**src/design/asmc_pkg.sv**
```systemverilog
// ----------------------------------------------------------------------------
// asmc_pkg
// Shared types and constants of the anchor slot match classifier: verdict
// codes, register indexes and the per-slot check flags.
// ----------------------------------------------------------------------------
`default_nettype none

package asmc_pkg;

    // number of table slots looked at per scan
    localparam int SLOTS_DEFAULT = 8;

    // widths fixed by the item and register fields
    localparam int WORD_W    = 32;
    localparam int VERDICT_W = 3;
    localparam int INDEX_W   = 4;
    localparam int CFG_IDX_W = 2;

    // size in bytes of the A5 word that must fit in the partition
    localparam logic [WORD_W:0] A5_BYTES = (WORD_W + 1)'(4);
    // highest A5 address whose word ends at or below the 4 GiB limit
    localparam logic [WORD_W-1:0] A5_LAST = 32'hFFFF_FFFC;

    // slot index reported when no slot matched
    localparam logic signed [INDEX_W-1:0] SLOT_NONE = -4'sd1;

    // qualifier count saturates at this value
    localparam logic [1:0] QUAL_MANY = 2'd2;

    // verdict codes
    typedef enum logic [VERDICT_W-1:0] {
        VERDICT_OK        = 3'd0,
        VERDICT_NOT_FOUND = 3'd1,
        VERDICT_MISMATCH  = 3'd2,
        VERDICT_AMBIGUOUS = 3'd3,
        VERDICT_STALE     = 3'd4
    } verdict_t;

    // configuration register indexes
    localparam logic [CFG_IDX_W-1:0] REG_PARTITION_BASE     = 2'd0;
    localparam logic [CFG_IDX_W-1:0] REG_PARTITION_SIZE     = 2'd1;
    localparam logic [CFG_IDX_W-1:0] REG_MAX_AGE            = 2'd2;
    localparam logic [CFG_IDX_W-1:0] REG_STACK_ROOT_PRESENT = 2'd3;

    // outcome of testing one slot
    typedef struct packed {
        logic qualify;
        logic reject;
    } slot_check_t;

endpackage

`default_nettype wire

```
**src/design/asmc_slot_check.sv**
```systemverilog
// ----------------------------------------------------------------------------
// asmc_slot_check
// Tests one anchor slot against the partition: stamp consistency, A5 word
// inside the partition and, when enabled, stack base inside [base, top].
// ----------------------------------------------------------------------------
`default_nettype none

module asmc_slot_check (
    input  wire logic [asmc_pkg::WORD_W-1:0] partition_base,
    input  wire logic [asmc_pkg::WORD_W:0]   partition_top,
    input  wire logic                        size_zero,
    input  wire logic                        stack_root_present,
    input  wire logic [asmc_pkg::WORD_W-1:0] stamp_before,
    input  wire logic [asmc_pkg::WORD_W-1:0] stamp_after,
    input  wire logic [asmc_pkg::WORD_W-1:0] a5_value,
    input  wire logic [asmc_pkg::WORD_W-1:0] stack_base_value,
    output asmc_pkg::slot_check_t            check
);

    logic                        kept;
    logic                        a5_ok;
    logic                        stack_ok;
    logic [asmc_pkg::WORD_W:0]   a5_end;

    // slot is live when stamped and both stamp reads agree
    assign kept = (stamp_before != '0) && (stamp_before == stamp_after);

    // A5 word fully inside the partition, no wrap past 4 GiB
    assign a5_end = {1'b0, a5_value} + asmc_pkg::A5_BYTES;
    assign a5_ok  = !size_zero
                 && (a5_value >= partition_base)
                 && (a5_end <= partition_top)
                 && (a5_value <= asmc_pkg::A5_LAST);

    // stack base in the closed range, partition must not run past 4 GiB
    assign stack_ok = !size_zero
                   && !partition_top[asmc_pkg::WORD_W]
                   && (stack_base_value >= partition_base)
                   && ({1'b0, stack_base_value} <= partition_top);

    // qualify or reject flags
    always_comb
    begin
        check.qualify = kept && a5_ok && (!stack_root_present || stack_ok);
        check.reject  = kept && a5_ok && stack_root_present && !stack_ok;
    end

endmodule

`default_nettype wire

```
**src/design/anchor_slot_match_classifier.sv**
```systemverilog
// ----------------------------------------------------------------------------
// anchor_slot_match_classifier
// Scans anchor slots one request per cycle, unless stalled, and reports the slot that belongs
// to the configured partition, with a verdict, on the last slot of a scan.
// ----------------------------------------------------------------------------
// a last-slot request is registered in the input stage, then in the result register
// throughput: one slot request per cycle unless stalled; the slot test is combinational
// a held result stalls a later last-slot request and those behind it; other slots flow on
// reset: scan state, configuration and valid flags clear asynchronously
`default_nettype none

module anchor_slot_match_classifier #(
    parameter int SLOTS = asmc_pkg::SLOTS_DEFAULT
) (
    input  wire logic                                clk,
    input  wire logic                                rst_n,
    // configuration write port
    input  wire logic                                cfg_write,
    input  wire logic [asmc_pkg::CFG_IDX_W-1:0]      cfg_index,
    input  wire logic [asmc_pkg::WORD_W-1:0]         cfg_data,
    // slot requests
    input  wire logic                                in_valid,
    output logic                                     in_ready,
    input  wire logic [asmc_pkg::WORD_W-1:0]         stamp_before,
    input  wire logic [asmc_pkg::WORD_W-1:0]         a5_value,
    input  wire logic [asmc_pkg::WORD_W-1:0]         window_list_root,
    input  wire logic [asmc_pkg::WORD_W-1:0]         menu_list_root,
    input  wire logic [asmc_pkg::WORD_W-1:0]         stack_base_value,
    input  wire logic [asmc_pkg::WORD_W-1:0]         stamp_after,
    input  wire logic [asmc_pkg::WORD_W-1:0]         current_ticks,
    input  wire logic                                last_slot,
    // scan results
    output logic                                     out_valid,
    input  wire logic                                out_ready,
    output logic [asmc_pkg::VERDICT_W-1:0]           verdict,
    output logic signed [asmc_pkg::INDEX_W-1:0]      slot_index,
    output logic [asmc_pkg::WORD_W-1:0]              match_stamp,
    output logic [asmc_pkg::WORD_W-1:0]              match_age,
    output logic [asmc_pkg::WORD_W-1:0]              match_a5,
    output logic [asmc_pkg::WORD_W-1:0]              match_window_list,
    output logic [asmc_pkg::WORD_W-1:0]              match_menu_list,
    output logic [asmc_pkg::WORD_W-1:0]              match_stack_base
);

    localparam int W  = asmc_pkg::WORD_W;
    localparam int CW = $clog2(SLOTS + 1);
    localparam int HW = (SLOTS > 1) ? $clog2(SLOTS) : 1;

    // configuration registers
    logic [W-1:0] base_reg;
    logic [W-1:0] size_reg;
    logic [W-1:0] max_age_reg;
    logic         srp_reg;
    logic [W:0]   top_reg;
    logic         size_zero_reg;

    // input stage
    logic         s1_valid_reg;
    logic [W-1:0] s1_stamp_before_reg;
    logic [W-1:0] s1_a5_reg;
    logic [W-1:0] s1_window_reg;
    logic [W-1:0] s1_menu_reg;
    logic [W-1:0] s1_stack_reg;
    logic [W-1:0] s1_stamp_after_reg;
    logic [W-1:0] s1_ticks_reg;
    logic         s1_last_reg;

    // scan state
    logic [CW-1:0] slot_cnt_reg,   slot_cnt_next;
    logic [1:0]    qual_cnt_reg,   qual_cnt_next;
    logic          rejected_reg,   rejected_next;
    logic [HW-1:0] held_slot_reg,  held_slot_next;
    logic [W-1:0]  held_stamp_reg, held_stamp_next;
    logic [W-1:0]  held_age_reg,   held_age_next;
    logic [W-1:0]  held_a5_reg,    held_a5_next;
    logic [W-1:0]  held_win_reg,   held_win_next;
    logic [W-1:0]  held_menu_reg,  held_menu_next;
    logic [W-1:0]  held_stack_reg, held_stack_next;

    // result register
    logic                               out_valid_reg;
    asmc_pkg::verdict_t                 out_verdict_reg,  out_verdict_next;
    logic signed [asmc_pkg::INDEX_W-1:0] out_index_reg,   out_index_next;
    logic [W-1:0]                       out_stamp_reg,    out_stamp_next;
    logic [W-1:0]                       out_age_reg,      out_age_next;
    logic [W-1:0]                       out_a5_reg,       out_a5_next;
    logic [W-1:0]                       out_win_reg,      out_win_next;
    logic [W-1:0]                       out_menu_reg,     out_menu_next;
    logic [W-1:0]                       out_stack_reg,    out_stack_next;

    logic                  out_free;
    logic                  s1_advance;
    logic                  accept;
    logic [W-1:0]          stack_masked;
    logic [W-1:0]          new_age;
    logic                  scan_open;
    asmc_pkg::slot_check_t check;

    // ------------------------------------------------------------------
    // configuration, partition top kept precomputed
    always_ff @(posedge clk or negedge rst_n)
    begin
        if (!rst_n)
        begin
            base_reg      <= '0;
            size_reg      <= '0;
            max_age_reg   <= '0;
            srp_reg       <= 1'b0;
            top_reg       <= '0;
            size_zero_reg <= 1'b1;
        end
        else if (cfg_write)
        begin
            unique case (cfg_index)
                asmc_pkg::REG_PARTITION_BASE:
                begin
                    base_reg <= cfg_data;
                    top_reg  <= {1'b0, cfg_data} + {1'b0, size_reg};
                end
                asmc_pkg::REG_PARTITION_SIZE:
                begin
                    size_reg      <= cfg_data;
                    top_reg       <= {1'b0, base_reg} + {1'b0, cfg_data};
                    size_zero_reg <= (cfg_data == '0);
                end
                asmc_pkg::REG_MAX_AGE:
                begin
                    max_age_reg <= cfg_data;
                end
                asmc_pkg::REG_STACK_ROOT_PRESENT:
                begin
                    srp_reg <= cfg_data[0];
                end
                default:
                begin
                    srp_reg <= srp_reg;
                end
            endcase
        end
    end

    // ------------------------------------------------------------------
    // handshake: only a last-slot request needs a free result register
    assign out_free   = !out_valid_reg || out_ready;
    assign s1_advance = s1_valid_reg && (!s1_last_reg || out_free);
    assign in_ready   = !s1_valid_reg || s1_advance;
    assign accept     = in_valid && in_ready;

    // input stage valid
    always_ff @(posedge clk or negedge rst_n)
    begin
        if (!rst_n)
        begin
            s1_valid_reg <= 1'b0;
        end
        else if (in_ready)
        begin
            s1_valid_reg <= in_valid;
        end
    end

    // input stage payload
    always_ff @(posedge clk)
    begin
        if (accept)
        begin
            s1_stamp_before_reg <= stamp_before;
            s1_a5_reg           <= a5_value;
            s1_window_reg       <= window_list_root;
            s1_menu_reg         <= menu_list_root;
            s1_stack_reg        <= stack_base_value;
            s1_stamp_after_reg  <= stamp_after;
            s1_ticks_reg        <= current_ticks;
            s1_last_reg         <= last_slot;
        end
    end

    // ------------------------------------------------------------------
    // slot test
    asmc_slot_check u_check (
        .partition_base     (base_reg),
        .partition_top      (top_reg),
        .size_zero          (size_zero_reg),
        .stack_root_present (srp_reg),
        .stamp_before       (s1_stamp_before_reg),
        .stamp_after        (s1_stamp_after_reg),
        .a5_value           (s1_a5_reg),
        .stack_base_value   (stack_masked),
        .check              (check)
    );

    assign stack_masked = srp_reg ? s1_stack_reg : '0;
    assign new_age      = s1_ticks_reg - s1_stamp_before_reg;
    assign scan_open    = (slot_cnt_reg < CW'(SLOTS)) && (qual_cnt_reg < asmc_pkg::QUAL_MANY);

    // scan state update and result forming
    always_comb
    begin
        slot_cnt_next   = slot_cnt_reg;
        qual_cnt_next   = qual_cnt_reg;
        rejected_next   = rejected_reg;
        held_slot_next  = held_slot_reg;
        held_stamp_next = held_stamp_reg;
        held_age_next   = held_age_reg;
        held_a5_next    = held_a5_reg;
        held_win_next   = held_win_reg;
        held_menu_next  = held_menu_reg;
        held_stack_next = held_stack_reg;

        if (scan_open && check.reject)
        begin
            rejected_next = 1'b1;
        end
        if (scan_open && check.qualify)
        begin
            qual_cnt_next = qual_cnt_reg + 2'd1;
            // first qualifier is the one kept
            if (qual_cnt_reg == '0)
            begin
                held_slot_next  = slot_cnt_reg[HW-1:0];
                held_stamp_next = s1_stamp_before_reg;
                held_age_next   = new_age;
                held_a5_next    = s1_a5_reg;
                held_win_next   = s1_window_reg;
                held_menu_next  = s1_menu_reg;
                held_stack_next = stack_masked;
            end
        end
        if (slot_cnt_reg < CW'(SLOTS))
        begin
            slot_cnt_next = slot_cnt_reg + CW'(1);
        end

        // verdict from the updated scan state
        out_index_next = asmc_pkg::SLOT_NONE;
        out_stamp_next = '0;
        out_age_next   = '0;
        out_a5_next    = '0;
        out_win_next   = '0;
        out_menu_next  = '0;
        out_stack_next = '0;
        if (size_zero_reg)
        begin
            out_verdict_next = asmc_pkg::VERDICT_NOT_FOUND;
        end
        else if (qual_cnt_next >= asmc_pkg::QUAL_MANY)
        begin
            out_verdict_next = asmc_pkg::VERDICT_AMBIGUOUS;
        end
        else if (qual_cnt_next == 2'd1)
        begin
            out_verdict_next = ((max_age_reg != '0) && (held_age_next > max_age_reg))
                             ? asmc_pkg::VERDICT_STALE : asmc_pkg::VERDICT_OK;
            out_index_next = asmc_pkg::INDEX_W'(held_slot_next);
            out_stamp_next = held_stamp_next;
            out_age_next   = held_age_next;
            out_a5_next    = held_a5_next;
            out_win_next   = held_win_next;
            out_menu_next  = held_menu_next;
            out_stack_next = held_stack_next;
        end
        else
        begin
            out_verdict_next = rejected_next ? asmc_pkg::VERDICT_MISMATCH
                                             : asmc_pkg::VERDICT_NOT_FOUND;
        end
    end

    // scan state registers, cleared after the last slot
    always_ff @(posedge clk or negedge rst_n)
    begin
        if (!rst_n)
        begin
            slot_cnt_reg   <= '0;
            qual_cnt_reg   <= '0;
            rejected_reg   <= 1'b0;
            held_slot_reg  <= '0;
            held_stamp_reg <= '0;
            held_age_reg   <= '0;
            held_a5_reg    <= '0;
            held_win_reg   <= '0;
            held_menu_reg  <= '0;
            held_stack_reg <= '0;
        end
        else if (s1_advance)
        begin
            if (s1_last_reg)
            begin
                slot_cnt_reg   <= '0;
                qual_cnt_reg   <= '0;
                rejected_reg   <= 1'b0;
                held_slot_reg  <= '0;
                held_stamp_reg <= '0;
                held_age_reg   <= '0;
                held_a5_reg    <= '0;
                held_win_reg   <= '0;
                held_menu_reg  <= '0;
                held_stack_reg <= '0;
            end
            else
            begin
                slot_cnt_reg   <= slot_cnt_next;
                qual_cnt_reg   <= qual_cnt_next;
                rejected_reg   <= rejected_next;
                held_slot_reg  <= held_slot_next;
                held_stamp_reg <= held_stamp_next;
                held_age_reg   <= held_age_next;
                held_a5_reg    <= held_a5_next;
                held_win_reg   <= held_win_next;
                held_menu_reg  <= held_menu_next;
                held_stack_reg <= held_stack_next;
            end
        end
    end

    // ------------------------------------------------------------------
    // result valid
    always_ff @(posedge clk or negedge rst_n)
    begin
        if (!rst_n)
        begin
            out_valid_reg <= 1'b0;
        end
        else if (out_free)
        begin
            out_valid_reg <= s1_valid_reg && s1_last_reg;
        end
    end

    // result payload
    always_ff @(posedge clk)
    begin
        if (s1_advance && s1_last_reg)
        begin
            out_verdict_reg <= out_verdict_next;
            out_index_reg   <= out_index_next;
            out_stamp_reg   <= out_stamp_next;
            out_age_reg     <= out_age_next;
            out_a5_reg      <= out_a5_next;
            out_win_reg     <= out_win_next;
            out_menu_reg    <= out_menu_next;
            out_stack_reg   <= out_stack_next;
        end
    end

    assign out_valid         = out_valid_reg;
    assign verdict           = out_verdict_reg;
    assign slot_index        = out_index_reg;
    assign match_stamp       = out_stamp_reg;
    assign match_age         = out_age_reg;
    assign match_a5          = out_a5_reg;
    assign match_window_list = out_win_reg;
    assign match_menu_list   = out_menu_reg;
    assign match_stack_base  = out_stack_reg;

endmodule

`default_nettype wire
```
**config.mk**
```make
export PLATFORM = sky130hd
export DESIGN_NAME = anchor_slot_match_classifier
export DESIGN_NICKNAME = d
export VERILOG_FILES = /design/src/design/asmc_pkg.sv /design/src/design/asmc_slot_check.sv /design/src/design/anchor_slot_match_classifier.sv
export SDC_FILE = /design/constraint.sdc
export NUM_CORES = 2
export LEC_CHECK = 0
export BUFFER_PORTS_ARGS = -buffer_cell sky130_fd_sc_hd__buf_2
export CAP_MARGIN = 20
export CELL_PAD_IN_SITES_DETAIL_PLACEMENT = 0
export CELL_PAD_IN_SITES_GLOBAL_PLACEMENT = 1
export CORE_MARGIN = 3
export CORE_UTILIZATION = 25
export CTS_BUF_LIST = sky130_fd_sc_hd__clkbuf_8 sky130_fd_sc_hd__clkbuf_16
export CTS_CLUSTER_DIAMETER = 150
export DETAILED_ROUTE_END_ITERATION = 7
export PLACE_DENSITY_LB_ADDON = 0.1
export REMOVE_ABC_BUFFERS = 1
export SLEW_MARGIN = 20
export SYNTH_ARGS = -nofsm -noshare
export SYNTH_HDL_FRONTEND = slang
export SYNTH_SLANG_ARGS = --single-unit
```
**constraint.sdc**
```tcl
create_clock -name clk -period 15.1 [get_ports clk]
set_input_delay 2.265 -clock clk [delete_from_list [all_inputs] [get_ports clk]]
set_output_delay 2.265 -clock clk [all_outputs]
set_load 0.01 [all_outputs]
```
==> impl_summary.md <==
Run status
The run finished with clean final reports.

Timing
The hold slack is 0.474 ns. In the finished design, the share of the clock period the worst path needs comes to between 40% and 50%. Setup violations remaining at the end of the flow were counted as 0. The smallest clock period supported by the final layout is computed as 6.70 ns. The final count of hold timing violations is 0. The total count of max-transition violations in the final report is 0. The sum of negative setup slack is 0 ns. The worst path setup slack after routing is around 8.4 ns. Setup repair after global routing left no endpoint under its margin. The slew at the pin with the worst max-slew slack is 1.21 ns. The post-route clock skew is 0.0291 ns. The worst slew margin relative to its limit is a little under a fifth. Static timing analysis puts the maximum clock frequency at 149 MHz.

Routing
The length of routed met3 wiring is roughly 5800 um. The DRC violation count after routing is 0. The via count normalized by instance count is around 4.6. Summed over all nets, wire length on met2 after detailed routing comes to 57900 um. Across all layers, the routed design uses 26100 vias. The detailed-router iteration count before antenna repair is 5. In the final routing, the length of wire on met1 measures ~61000 um. The total wire length is ~130000 um. The number of DRC markers after the initial detailed-route iteration is approximately 1300.

The detail route stage leaves a number of antenna-violating nets equal to 0. The topmost layer with routed signal wires is met5. Dividing the detail-routed wire length by the instance count gives 22.6 um.

Setup path
Data on the critical path arrives at its endpoint at 7.10 ns. The launch point of the worst reg-to-reg path is s1_a5_reg[4]. In this run the critical register-to-register path is captured at verdict[2]. The worst setup path is launched from a register. STA classifies the critical path endpoint as a register. The worst reg-to-reg path cell count is 28. The register-to-register setup slack is 8.40 ns. Of all nets on the critical path, the largest fanout is 62. The critical path is of the register to register type. The maximum cell stage delay along the critical path is 0.60 ns.

For the worst setup path, the data required time is 15.50 ns. The standard cell with the maximum stage delay on the critical path is nor4_4.

Finish
In the final layout, the share of cells above drive strength 1 is 19.9%. The layout overhead on the synthesized area is 21.4%. For this run, the share of the core covered by cells in the final layout is 30.7%.

The most frequent standard cell in the layout excluding fill and tap cells is nand2_1. The library cells used most frequently in the layout, excluding fill and tap cells, are nand2_1 (523), buf_2 (463), edfxtp_1 (424). The number of nets in the finished design is 4180. The number of flip-flops under the largest register name is 33.

Power and ir drop
Power spread over the standard cell area amounts to 131 nW/um2. The analysis attributes to cell leakage a power of 0.0183 uW. The peak supply drop is about 84 uV.

Logic synthesis
The dominant synthesized flop cell is edfxtp_1. By area the synthesized netlist is led by edfxtp_1 (35%), dfrtp_1 (23%), ha_1 (7.8%). The number of different library cells in the post-synthesis netlist is 73.

The cell area that synthesis handed to floorplanning was 36400 um2. After synthesis, the share of flip-flops with an asynchronous set or reset is 44.1%. The sequential area share after synthesis is 57.9%. The cell count after synthesis is 3232. The synthesized flop and latch total is 759.

The share of synthesized area in the top cell type comes to 34.9%. The number of enable-type register cells in the synthesized netlist is 424. The Yosys warning count is 0. Summed over all instances, the cell type with the most area after synthesis is edfxtp_1. The average cell area after synthesis is 11.3 um2.

Global routing
The via count of the first global-routing pass is 26800. The initial antenna violation count is 23. After global routing the overflow that remains totals 0. The pin count of the biggest net entering global routing is 147. The first global-routing pass estimated 188000 um of wire. Across every metal layer, demand over resource in global routing totals 16.7%.

Placed design
The number of port buffers is ~460. The congestion estimate from routability-driven global placement came to just under 0.8. OpenSTA, run right after detailed placement, puts the worst setup slack at 8.26 ns. The placed wire-length estimate is 89000 um.

CTS
At the later pin of the worst-skew pair, clock insertion delay measures about 0.7 ns. The maximum number of buffers from clock root to sink is 3. In this run, post-CTS hold repair placed 0 buffers. The number of clock sinks is roughly 760.

The clock-pin slew reported for the worst setup and hold paths after clock tree synthesis is 0.06 ns. Buffers inserted during clock tree synthesis total 97. The cell at the root of the clock tree is clkbuf_16.

The number of H-tree levels is 3. The number of setup buffers added after CTS is 0. The TritonCTS clock tree is built.

After clock tree synthesis, the repair step resized 0 gates.

Worst hold path
The number of cells traversed by the worst hold path is 2. The critical hold path startpoint is top_reg[30]. The path class of the lowest-slack min-delay path is register to register. The worst min-delay path endpoint is top_reg[30].

Floorplan
The die area is ~150000 um2. The die is just under 400 um tall. The core region is 144000 um2. The number of cell rows is 139. Once the floorplan was initialized, standard cells occupied 25.3% of the core. The number of placed I/O pins is about 470. The chip width is 388 um.

Run
The tool flagged a number of max-cap violations equal to 0.
## layer usage
metal,GRT usage [%],vias up
met4,4.34,8
li1,-,12600
met3,3.25,178
met2,26.5,603
met1,23.3,12700
met5,0,-
## layout make-up
class                      instances  area (um2)
fill                           15000       99900
sequential                       759       21100
multi-input combinational       2179       14200
timing repair buffer             497        2610
clock buffer                     106        2560
tap                             1903        2380
clock inverter                    76         803
inverter                         153         574
antenna                            8        20.0
## cells by family (layout without fill, tap and decap cells)
group                    count (synthesis)  after routing  synth area share (%)
AND/OR/NAND/NOR                        961            961                  12.2
other                                    0              8                     0
multiplexers                            70             70                  2.16
flip-flops                             759            759                  57.9
AO/OA/AOI/OAI                          805            805                  13.8
XOR/XNOR                               114            114                  2.74
adder cells (fa/ha/maj)                229            229                  7.90
buffers and inverters                  294            832                  3.29
## critical path, delay by kind of cell (launching register included)
family          cells  cell delay [ns]
buf+inv             1             0.38
compound gates      9             1.53
fa+ha+maj           2             0.58
simple gates       15             3.14
flops               1             0.55
xor+xnor            1             0.13
## worst max-delay path by stage
stage                 start           endpoint  slack, ns  depth (start not counted)
3_5_place_dp   s1_a5_reg[3]  held_stack_reg[9]       8.26                         17
2_1_floorplan     out_ready       rejected_reg       3.57                          3
3_3_place_gp   cfg_index[1]        top_reg[32]       8.32                         16
5_1_grt        s1_a5_reg[4]         verdict[2]       7.79                         27
4_1_cts        s1_a5_reg[4]  held_stack_reg[1]       8.23                         19
6_report       s1_a5_reg[4]         verdict[2]       8.40                         28
## metrics by stage
step	total power, uW	std cells	cell area [um2]
floorplan	3030	3091	35800
detailed placement	3400	5491	40900
global placement	3410	5491	40900
global route	6120	5676	44200
finish	5800	5681	44200
CTS	5920	5673	44200
## report_power, final
part | total [uW] | switching, uW | internal [uW]
Clock | 2450 | 975 | 1480
Combinational | 910 | 576 | 335
Sequential | 2430 | 90.4 | 2340
Total | 5800 | 1640 | 4160
## cells in the mapped netlist, drive strengths merged, types with 4 or more instances
cell	number
o21a	6
a2111oi	8
or2	4
xor2	68
ha	227
and2	39
nand2	526
a211o	4
dfrtp	334
or3	4
and3	24
nor4	45
a21o	53
nand2b	23
o211ai	16
a31oi	12
o21ai	243
a22o	127
nand3	37
o31ai	6
edfxtp	424
mux2	68
a211oi	14
nand3b	9
a221oi	8
buf	71
nand4	41
inv	153
and4	11
nor3b	4
nor2b	50
o21bai	14
a21oi	262
nor2	117
clkbuf	70
xnor2	46
nor3	19
(Power assumes the default switching activity.)
